**config.mk**
```make
export PLATFORM = sky130hd
export DESIGN_NAME = scb_front
export DESIGN_NICKNAME = d
export VERILOG_FILES = /design/src/sv/scb_pkg.sv /design/src/sv/scb_front.sv
export SDC_FILE = /design/constraint.sdc
export NUM_CORES = 1
export LEC_CHECK = 0
export BUFFER_PORTS_ARGS = -buffer_cell sky130_fd_sc_hd__buf_2
export CORE_MARGIN = 2
export CORE_UTILIZATION = 34
export DETAILED_ROUTE_END_ITERATION = 12
export PLACE_DENSITY = 0.82
export SKIP_LAST_GASP = 1
export SLEW_MARGIN = 20
export SYNTH_ARGS = -nofsm -noshare
export SYNTH_HDL_FRONTEND = slang
export SYNTH_SLANG_ARGS = --single-unit
export TNS_END_PERCENT = 30
```
**constraint.sdc**
```tcl
create_clock -name clk_i -period 3 [get_ports clk_i]
set_input_delay 0.15 -clock clk_i [delete_from_list [all_inputs] [get_ports clk_i]]
set_output_delay 0.15 -clock clk_i [all_outputs]
set_load 0.01 [all_outputs]
```
**src/sv/scb_pkg.sv**
```systemverilog
// ----------------------------------------------------------------------------
// scb_pkg: shared types and codes for the sharded counter bank
// Payload words of both channels, command and status codes, and the decoded
// job word passed from the front end to the back end.
// ----------------------------------------------------------------------------
package scb_pkg;

  // command codes of the input word
  localparam logic [1:0] CMD_GET = 2'd0;
  localparam logic [1:0] CMD_ADD = 2'd1;
  localparam logic [1:0] CMD_PUT = 2'd2;

  // status codes of the result word
  localparam logic [1:0] STAT_OK        = 2'd0;
  localparam logic [1:0] STAT_BAD_INDEX = 2'd1;
  localparam logic [1:0] STAT_BAD_SHARD = 2'd2;

  localparam int unsigned CFG_W       = 9;
  localparam logic [CFG_W-1:0] CFG_RESET = 9'd256;

  typedef struct packed {
    logic [1:0]         command;
    logic [15:0]        counter_index;
    logic [3:0]         shard;
    logic signed [63:0] value;
  } in_word_t;

  typedef struct packed {
    logic signed [63:0] result_value;
    logic [1:0]         status;
  } out_word_t;

  // decoded operation for the back end
  typedef enum logic [1:0] {
    OP_NOP,
    OP_GET,
    OP_ADD,
    OP_PUT
  } op_e;

  typedef struct packed {
    op_e         op;
    logic [1:0]  status;
    logic [3:0]  shard;
    logic [63:0] value;
  } job_t;

  localparam int unsigned JOB_W = $bits(job_t);

endpackage

```
**src/sv/scb_front.sv**
```systemverilog
// ----------------------------------------------------------------------------
// scb_front: input word classification
// Holds the counters-in-use register, checks index and shard, and turns each
// accepted word into a job plus the base address of its counter row.
// ----------------------------------------------------------------------------
module scb_front import scb_pkg::*; #(
  parameter int MAX_COUNTERS = 256,
  parameter int SHARDS       = 8
) (
  input  logic                  clk_i,
  input  logic                  rst_ni,
  input  logic                  in_valid_i,
  output logic                  in_ready_o,
  input  in_word_t              in_data_i,
  input  logic                  cfg_valid_i,
  output logic                  cfg_ready_o,
  input  logic [CFG_W-1:0]      cfg_data_i,
  input  logic                  busy_i,
  input  logic                  q_full_i,
  output logic                  q_push_o,
  output job_t                  job_o,
  output logic [$clog2(MAX_COUNTERS*(SHARDS+1))-1:0] base_o
);

  localparam int SLOTS = SHARDS + 1;
  localparam int AW    = $clog2(MAX_COUNTERS * SLOTS);
  localparam int RW    = (MAX_COUNTERS > 1) ? $clog2(MAX_COUNTERS) : 1;

  logic [CFG_W-1:0] cfg_q;
  logic             bad_index;
  logic             bad_shard;
  logic [RW-1:0]    row;

  always_ff @(posedge clk_i or negedge rst_ni) begin
    if (!rst_ni) begin
      cfg_q <= CFG_RESET;
    end else if (cfg_valid_i) begin
      cfg_q <= cfg_data_i;
    end
  end

  assign cfg_ready_o = 1'b1;
  assign in_ready_o  = !q_full_i && !busy_i;
  assign q_push_o    = in_valid_i && in_ready_o;

  assign bad_index = (in_data_i.counter_index == 16'd0)
                  || ({1'b0, in_data_i.counter_index} > 17'(cfg_q))
                  || ({1'b0, in_data_i.counter_index} > 17'(MAX_COUNTERS));
  assign bad_shard = (in_data_i.shard == 4'd0)
                  || ({1'b0, in_data_i.shard} > 5'(SHARDS));
  assign row       = RW'(in_data_i.counter_index - 16'd1);
  assign base_o    = AW'(AW'(row) * AW'(SLOTS));

  always_comb begin
    job_o.op     = OP_NOP;
    job_o.status = STAT_OK;
    job_o.shard  = in_data_i.shard;
    job_o.value  = in_data_i.value;
    case (in_data_i.command)
      CMD_GET, CMD_ADD, CMD_PUT: begin
        if (bad_index) begin
          job_o.status = STAT_BAD_INDEX;
        end else if (in_data_i.command == CMD_GET) begin
          job_o.op = OP_GET;
        end else if (in_data_i.command == CMD_PUT) begin
          job_o.op = OP_PUT;
        end else if (bad_shard) begin
          job_o.status = STAT_BAD_SHARD;
        end else begin
          job_o.op = OP_ADD;
        end
      end
      default: begin
        job_o.op = OP_NOP;
      end
    endcase
  end

endmodule

```
==> results.json <==
{
  "status": "finished, final reports clean",
  "slew_viol_final": 0,
  "avgSynthCellArea_um2": 8.197,
  "row_count": 25,
  "fill_cells": 516,
  "ys_seq_area_frac": 0.1410,
  "finalSetupViolations": 0,
  "antenna_found_initial": 0,
  "multi_input_area_um2": 828.3,
  "grt_pass1_vias": 1079,
  "rsz0062_at_grt": "yes",
  "yosysUniqueCellTypes": 36,
  "powerDensity_nw_per_um2": 353.5,
  "skew_ns": 0,
  "dieWidth_um": 72.74,
  "crit_family": "simple AND/OR/NAND/NOR gates",
  "syn-cell-area_um2": 1607,
  "largest-register": "cfg_q",
  "p_leak_nw": 0.7872,
  "crit_path_end_kind": "output pin",
  "holdCritPathClass": "in -> reg",
  "num_vias": 1140,
  "ir_drop_mv": 0.1986,
  "cpPeakStageDelay_ns": 0.43,
  "area_delta_synth_final_pct": -5.374,
  "portBuffers": 58,
  "dr.first_iter.drc_count": 33,
  "grt_remaining_overflow": 0,
  "gp_congestion": 0.8291,
  "ff_latch_area_um2": 226.5,
  "io_pins": 188,
  "insertedDiodeCount": 0,
  "die-area_um2": 5291,
  "whs_ns": 0.1211,
  "grt_pass1_wl_um": 4954,
  "layout_commonest_cell": "buf_2",
  "final_hold_viol_count": 0,
  "fin_nets": 311,
  "routedWlPerCell_um": 12.84,
  "reg_top3": "cfg_q (9)",
  "yosys-top-cells-area": "buf_4 32%, ha_1 15%, dfrtp_1 12%",
  "critical_path_class": "in -> out",
  "layout_common_cells": "58 x buf_2, 19 x ha_1, 12 x inv_1, 12 x nand2_1",
  "start_kind": "input pin",
  "place_ws_ns": 0.1272,
  "ys_warn_count": 0,
  "cts_sinks": 9,
  "start_util": 0.3470,
  "drt_pre_antenna_iters": 4,
  "cp.required_ns": 2.85,
  "clockBufferDepth": 2,
  "tritoncts": "built",
  "finalWorstSetupSlack_ns": 0.2015,
  "cts_made_buffers": 3,
  "routed_wl_um": 3121,
  "insertion_delay_ns": 0.23,
  "worstPathCellList": "buf_2, or3_4, nor4_4, xor2_2, ha_1, ha_1, a21oi_2, nor3_1, o21ai_0, xnor2_1, buf_2",
  "layout-drive-gt1-share": 0.3862,
  "max_cap_viol_count": 0,
  "largest_register_ffs": 9,
  "path_clk_slew_ns": 0.04,
  "period_needed_ns": 2.798,
  "syn-num-nets": 317,
  "cts.root.buffer_cell": "clkbuf_8",
  "critPathMaxFanout": 5,
  "synth_top_area_frac": 0.3224,
  "grt_max_degree": 18,
  "postSynthRegisterBits": 9,
  "die_y_um": 72.74,
  "max_freq_mhz": 357.3,
  "vias_per_cell": 4.691,
  "synth_area_leader_cell": "buf_4",
  "drc_errors": 0,
  "ctsHtreeMaxLevel": 1,
  "grt_use_total": 0.1171,
  "core_area_um2": 4629,
  "critPathSlowestCell": "or3_4",
  "cp_num_buf_inv": 2,
  "timing.final.crit_share": 0.9328,
  "arrival_ns": 2.65,
  "synthCells": 196,
  "ant_nets": 0,
  "hpwl_um": 2745
}
-- power by group --
group	total (mW)	switching (mW)	internal, mW
clock network	0.140	0.0478	0.0926
logic	0.260	0.140	0.120
registers	0.137	0.00328	0.134
total	0.537	0.191	0.346
-- Yosys cell counts --
library cell	count
nor2b_1	2
o31ai_1	1
nand4_1	3
nand2_1	12
a2bb2oi_1	1
or3_4	1
a211oi_1	1
inv_1	12
conb_1	1
clkbuf_1	2
o21ai_0	10
ha_1	19
xnor2_1	11
nand2b_1	1
a21o_1	2
mux2_2	1
o21a_1	3
or4_1	1
or2_1	1
nor3_4	1
nor2_1	10
dfrtp_1	8
nor4_4	1
xor2_1	3
o311a_1	1
buf_4	69
nor3_2	1
xor2_2	1
a221oi_2	1
fa_1	1
dfstp_2	1
a21oi_1	4
and2_1	1
nor3_1	5
nand3_1	1
nor4_1	2
-- metal layers --
layer,share of wire,global-route usage
met2,0.47,0.1939
met5,0,0
met1,0.40,0.1392
met3,0.082,0.02486
met4,0.038,0.06790
-- cell type report --
class | count | share of cell area
multi-input cells | 104 | 0.5449
repair buffers | 60 | 0.2025
flip-flops and latches | 9 | 0.1490
well taps | 54 | 0.04444
clock buffers | 4 | 0.02963
inverters | 12 | 0.02963
-- what timing repair did --
| action | 4_1_cts | 5_1_grt |
|---|---|---|
| setup endpoints to repair | 0 | 2 |
| endpoints found under the hold margin | 9 | 0 |
| setup buffers | 0 | 0 |
| resized for setup | 0 | 3 |
| hold buffers | 1 | 0 |
-- per-stage QoR --
step	TNS (ns)	std cells	instance area [µm²]	util	total power, mW
6_report	0	243	1520	0.3284	0.5374
3_3_place_gp	0	238	1446	0.3124	0.3903
2_1_floorplan	0	196	1607	-	0.3929
3_5_place_dp	0	238	1446	0.3124	0.3959
5_1_grt	-0.02446	243	1520	0.3284	0.5831
4_1_cts	0	243	1501	0.3243	0.5430
-- logic make-up after synthesis --
kind of cell,synth area share
AOI/OAI and AO/OA,0.09735
xor gates and xnor gates,0.08645
DFF,0.1410
buffers and inverters,0.3551
other,0.002334
and+or+nand+nor,0.1503
muxes,0.007009
adders and majority gates,0.1604
-- worst register-to-register path: cells and delay by family (launching register included) --
family / cells / cell delay, ns
AO/OA/AOI/OAI: 1 / 0.16
buffers and inverters: 1 / 0.05
flip-flops: 1 / 0.51
-- worst paths after layout --
kind	cells after the start	slack, ns	startpoint	endpoint
min in group asynchronous	2	0.30	rst_ni	cfg_q[0]
min reg2reg	2	0.53	cfg_q[8]	cfg_q[8]
max	11	0.20	in_data_i[70]	base_o[10]
min	3	0.12	cfg_data_i[1]	cfg_q[1]
max reg2reg	2	2.21	cfg_q[8]	cfg_q[8]
max in group asynchronous	2	2.46	rst_ni	cfg_q[8]
Note: power is estimated with default switching activity, not from simulation.
