**src/sv/scb_fifo.sv**
```systemverilog
// ----------------------------------------------------------------------------
// scb_fifo: two-entry job queue
// Decouples the front end from the back end so each can stall on its own.
// ----------------------------------------------------------------------------
module scb_fifo #(
  parameter int DATA_W = 8
) (
  input  logic              clk_i,
  input  logic              rst_ni,
  input  logic              push_i,
  input  logic [DATA_W-1:0] push_data_i,
  output logic              full_o,
  input  logic              pop_i,
  output logic              valid_o,
  output logic [DATA_W-1:0] pop_data_o
);

  localparam int DEPTH = 2;

  logic [DATA_W-1:0] entry_q [DEPTH];
  logic              wr_ptr_q;
  logic              rd_ptr_q;
  logic [1:0]        count_q;

  assign full_o     = (count_q == 2'(DEPTH));
  assign valid_o    = (count_q != 2'd0);
  assign pop_data_o = entry_q[rd_ptr_q];

  always_ff @(posedge clk_i) begin
    if (push_i) begin
      entry_q[wr_ptr_q] <= push_data_i;
    end
  end

  always_ff @(posedge clk_i or negedge rst_ni) begin
    if (!rst_ni) begin
      wr_ptr_q <= 1'b0;
      rd_ptr_q <= 1'b0;
      count_q  <= 2'd0;
    end else begin
      if (push_i) begin
        wr_ptr_q <= ~wr_ptr_q;
      end
      if (pop_i) begin
        rd_ptr_q <= ~rd_ptr_q;
      end
      count_q <= count_q + 2'(push_i) - 2'(pop_i);
    end
  end

endmodule

```
**config.mk**
```make
export PLATFORM = sky130hd
export DESIGN_NAME = scb_fifo
export DESIGN_NICKNAME = d
export VERILOG_FILES = /design/src/sv/scb_fifo.sv
export SDC_FILE = /design/constraint.sdc
export NUM_CORES = 1
export LEC_CHECK = 0
export BUFFER_PORTS_ARGS = -buffer_cell sky130_fd_sc_hd__buf_2
export CAP_MARGIN = 20
export CORE_UTILIZATION = 38
export CTS_CLUSTER_DIAMETER = 120
export DETAILED_ROUTE_END_ITERATION = 10
export PLACE_DENSITY = 0.59
export SKIP_CTS_REPAIR_TIMING = 1
export SLEW_MARGIN = 20
export SYNTH_ARGS = -nofsm -noshare
export SYNTH_HDL_FRONTEND = slang
export SYNTH_SLANG_ARGS = --single-unit
export TNS_END_PERCENT = 20
```
**constraint.sdc**
```tcl
create_clock -name clk_i -period 2.3 [get_ports clk_i]
set_clock_uncertainty 0.05 [all_clocks]
set_input_delay 0.23 -clock clk_i [delete_from_list [all_inputs] [get_ports clk_i]]
set_output_delay 0.23 -clock clk_i [all_outputs]
set_load 0.005 [all_outputs]
```
==> summary.txt, run 1 <==
worst r2r path cells: 1
status: finished, final reports clean
critical path class: flip-flop to output pin
Mapped Avg Cell Area: 20.3 sq um
setup TNS: 0 ns
FILL cells: 174
Power Density: 1070 nW/um^2
flop-to-flop setup slack: 0.90 ns
aggregate global routing overflow: 0
pre-CTS setup slack: 0.872 ns
Hold EP: entry_q[0][4]
clock latency on the worst-skew pair: 0.28 ns
NumNets Final: 80
Placeable Area: 1980 sq um
CTS root buf: clkbuf_4
most common cell after layout, fill and taps aside: buf_2
Fmax achieved: 588 MHz
area of the mapped netlist: 811 sq um
initial antenna violation count: 0
TritonRoute pass-1 iters: 2
area grow syn2layout: 20.2%
Max Cap Viol: 0
Die Wd: 48.2 um
Crit. End Element: output pin
CTS tree: built
RSZ-0062 raised after global routing: no
worst r2r src: wr_ptr_q
Hold Crit Start: push_data_i[4]
Pleak: 0.424 nW
Hold/Removal Path Class: input port to flip-flop
Worst slew margin: 0.513
Yosys reg bits: 20
minimum clock period: 1.70 ns
IO Count: 22
setup ws final: 0.600 ns
maximum vdd drop: 0.000557 V
placed cells: 87
clock buffer depth: 2
Worst Path Required: 2.02 ns
die area: 2320 sq um
Startpoint Class: flip-flop
final WL: 970 um
most frequent cells in the layout: buf_2, edfxtp_1, mux2_4
Synth area leader: edfxtp_1
H-tree depth: 1
Via density: 4.30
vias in the first global route: 343
post-route ant nets: 0
Gate Count Post-Synth: 40
Post-Syn Nets: 54
ant diodes: 0
initial detailed-routing violation count: 1
post-synthesis sequential area ratio: 0.716
Period Utilization, post-route: 0.739
port bufs: 21
# rows: 16
worst-path fanout max: 9
Worst-Margin Slew: 0.728 ns
WL per Instance: 10.5 um
Layout Utilization: 0.492
Worst-path clk slew: 0.10 ns
first-pass GRT wire length: 1350 um
critical path arrival: 1.42 ns
Placer Congestion: 0.589
Cell Count, Final, Fillers Out: 92
WHS Path Cells: 1
R2R Path End: entry_q[0][1]
Hold WS: 0.0767 ns
Slew Limit Fails: 0
largest net degree at the start of global routing: 12
top post-synthesis cells by area: edfxtp_1, mux2_4, dfrtp_1, ha_1, xor3_1
YS warnings: 0
Yosys top cell area share: 0.593
clock sinks: 20
layout cell share with drive strength beyond 1: 0.508
CTS Buf Count: 3
Yosys cell types: 11
Die Y-Extent: 48.2 um
starting density of the core: 0.409
DRC Markers: 0
Hold Vio Cnt, Final: 0
Final Setup Violations: 0
vias: 396
Total GRT Usage: 0.0913
[critical path: stages (launching register included)]
cell and delay [ns]:
dfrtp_1 0.67, mux2_4 0.34, buf_2 0.12
[cells in the mapped netlist]
cell type,instances
dfrtp_1,4
nor2b_1,2
buf_6,1
ha_1,2
mux2_4,8
xor3_1,1
or2_2,1
xor2_1,2
inv_1,2
and2_1,1
edfxtp_1,16
[per-stage QoR]
step / cell area, sq um / power [mW]
after detailed placement: 938 / 0.908
after CTS: 965 / 1.07
after floorplan: 811 / 0.807
final: 975 / 1.04
after global placement: 938 / 0.900
after global routing: 975 / 1.12
[metal layers]
layer / vias to the layer above / global-route usage / wire [um]
met5: - / 0 / 0
met4: 0 / 0.0667 / 5
met3: 2 / 0.0222 / 39
met2: 10 / 0.136 / 537
met1: 187 / 0.116 / 387
li1: 197 / - / -
[flip-flops by register name (all words and copies together) (netlist names)]
register	cells
wr_ptr_q	1
count_q	2
rd_ptr_q	1
entry_q	16
[power breakdown]
group          switching [mW]  leakage [nW]  total (mW)  internal [mW]
clock network          0.0918        0.0154       0.155         0.0629
logic                   0.106         0.212       0.325          0.218
registers              0.0728         0.197       0.565          0.493
total                   0.271         0.424        1.04          0.774
[final cells by class]
class,count,area (sq um),area share
clock buffers,3,22.5,0.0231
clock inverters,1,3.75,0.00385
inverters,2,7.51,0.00770
multi-input cells,17,211,0.217
flip-flops and latches,20,581,0.596
well taps,27,33.8,0.0347
repair buffers,22,115,0.118
[logic make-up after synthesis]
family                   after synthesis  share of synthesized area
adder cells (fa/ha/maj)                2                     0.0309
multiplexers                           8                      0.148
buffers and inverters                  3                     0.0232
AND/OR/NAND/NOR                        4                     0.0309
XOR/XNOR                               3                     0.0509
flip-flops                            20                      0.716
[how the worst max path moves through the flow]
stage                    endpoint  depth (start not counted)     start
CTS                 pop_data_o[4]                          2  rd_ptr_q
detailed placement  entry_q[0][5]                          1  wr_ptr_q
global route        pop_data_o[3]                          2  rd_ptr_q
floorplan           entry_q[0][0]                          1  wr_ptr_q
global placement    entry_q[0][5]                          1  wr_ptr_q
finish              pop_data_o[4]                          2  rd_ptr_q
Note: power is estimated with default switching activity, not from simulation.
==> run 2: changes to the inputs <==
--- a/config.mk
+++ b/config.mk
@@ -10,7 +10,7 @@
 export CORE_UTILIZATION = 38
 export CTS_CLUSTER_DIAMETER = 120
 export DETAILED_ROUTE_END_ITERATION = 10
-export PLACE_DENSITY = 0.59
+export PLACE_DENSITY = 0.61
 export SKIP_CTS_REPAIR_TIMING = 1
 export SLEW_MARGIN = 20
 export SYNTH_ARGS = -nofsm -noshare
==> constraint.sdc (replaced) <==
create_clock -name clk_i -period 1.51 [get_ports clk_i]
set_clock_uncertainty 0.05 [all_clocks]
set_input_delay 0.151 -clock clk_i [delete_from_list [all_inputs] [get_ports clk_i]]
set_output_delay 0.151 -clock clk_i [all_outputs]
set_load 0.005 [all_outputs]
==> summary.txt, run 2 (synthesis results as in run 1) <==
Die Wd: 48.2 um
IO Count: 22
Reg power frac: 0.487
crit-path cells: mux2_4, buf_6
Sw Ratio: 0.257
flop-to-flop setup slack: 0.26 ns
initial antenna violation count: 0
die area: 2320 sq um
post-layout instance area: 1120 sq um
CP max-delay cell: dfrtp_2
biggest regs: entry_q: 16 flops, count_q: 2 flops
post-route ant nets: 0
critical path class: flip-flop to output pin
DRC Markers: 0
worst r2r src: count_q[0]
clock latency on the worst-skew pair: 0.29 ns
largest net degree at the start of global routing: 12
Worst slew margin: 0.744
H-tree depth: 1
layout cell share with drive strength beyond 1: 0.480
# rows: 16
aggregate global routing overflow: 0
Fmax achieved: 676 MHz
worst-path fanout max: 9
Layout Utilization: 0.566
TritonRoute pass-1 iters: 3
first-pass GRT wire length: 1390 um
minimum clock period: 1.48 ns
CTS root buf: clkbuf_4
Startpoint Class: flip-flop
Total GRT Usage: 0.0946
vias in the first global route: 313
ant diodes: 0
Power Density: 1580 nW/um^2
starting density of the core: 0.409
Largest register FFs: 16
vias: 429
CTS tree: built
Worst-Margin Slew: 0.384 ns
WHS Path Cells: 2
Worst Path Required: 1.31 ns
Worst-path clk slew: 0.10 ns
setup TNS: 0 ns
R2R Path End: count_q[1]
status: finished, final reports clean
worst r2r path cells: 5
initial detailed-routing violation count: 3
RSZ-0062 raised after global routing: yes
Hold Vio Cnt, Final: 0
area grow syn2layout: 38.3%
Hold EP: rd_ptr_q
port bufs: 21
critical path's largest stage delay: 0.54 ns
Crit. End Element: output pin
Hold/Removal Path Class: input port to flip-flop
Psw: 0.456 mW
Slew Limit Fails: 0
NumNets Final: 90
Hold Crit Start: pop_i
CTS Buf Count: 3
Hold WS: 0.0117 ns
Period Utilization, post-route: 0.979
Pleak: 0.483 nW
Int Power: 1.32 mW
total power: 1.77 mW
Via density: 4.21
Max Cap Viol: 0
CP delay by family, top: flip-flops
clock network fraction of total power: 0.136
clock sinks: 20
logic gate share of total power: 0.377
Die Y-Extent: 48.2 um
worst path buffer plus inverter count: 1
Placeable Area: 1980 sq um
most common cell after layout, fill and taps aside: edfxtp_1
Final Setup Violations: 0
largest reg by FF count: entry_q
clock buffer depth: 2
most frequent cells in the layout: edfxtp_1, buf_2, dlygate4sd3_1
WL per Instance: 11.2 um
Placer Congestion: 0.564
placed cell area: 946 sq um
critical path arrival: 1.28 ns
maximum vdd drop: 0.000930 V
final WL: 1140 um
[run 2: cell type report]
type                       instances  area, sq um
fill                             151          861
sequential                        20          582
timing repair buffer              32          260
multi-input combinational         17          211
tap                               27         33.8
clock buffer                       3         22.5
inverter                           2         7.51
clock inverter                     1         3.75
[run 2: metal layers]
layer,GRT usage,vias to the layer above,wire length (um)
li1,-,218,-
met1,0.130,199,466
met2,0.139,12,641
met3,0.0222,0,30
met4,0.0500,0,0
met5,0,-,0
[run 2: stage by stage]
| stage | cells | worst slack (ns) |
|---|---|---|
| finish | 102 | 0.0312 |
| global placement | 88 | 0.202 |
| detailed placement | 88 | 0.182 |
| floorplan | 40 | 0.298 |
| CTS | 92 | -0.148 |
| global route | 102 | -0.0277 |
[run 2: worst max-delay path by stage]
stage | from | to | slack (ns) | depth (start not counted)
finish | rd_ptr_q | pop_data_o[5] | 0.03 | 2
global route | rd_ptr_q | pop_data_o[4] | -0.03 | 2
CTS | rd_ptr_q | pop_data_o[0] | -0.15 | 2
detailed placement | rd_ptr_q | pop_data_o[0] | 0.18 | 2
global placement | rd_ptr_q | pop_data_o[2] | 0.20 | 2
floorplan | wr_ptr_q | entry_q[0][0] | 0.30 | 1
[run 2: power by group through the flow]
stage | clock (mW) | combinational (mW) | sequential, mW
global placement | 0 | 0.505 | 0.873
global route | 0.272 | 0.736 | 0.885
finish | 0.241 | 0.669 | 0.863
floorplan | 0 | 0.423 | 0.806
detailed placement | 0 | 0.516 | 0.880
CTS | 0.254 | 0.517 | 0.866
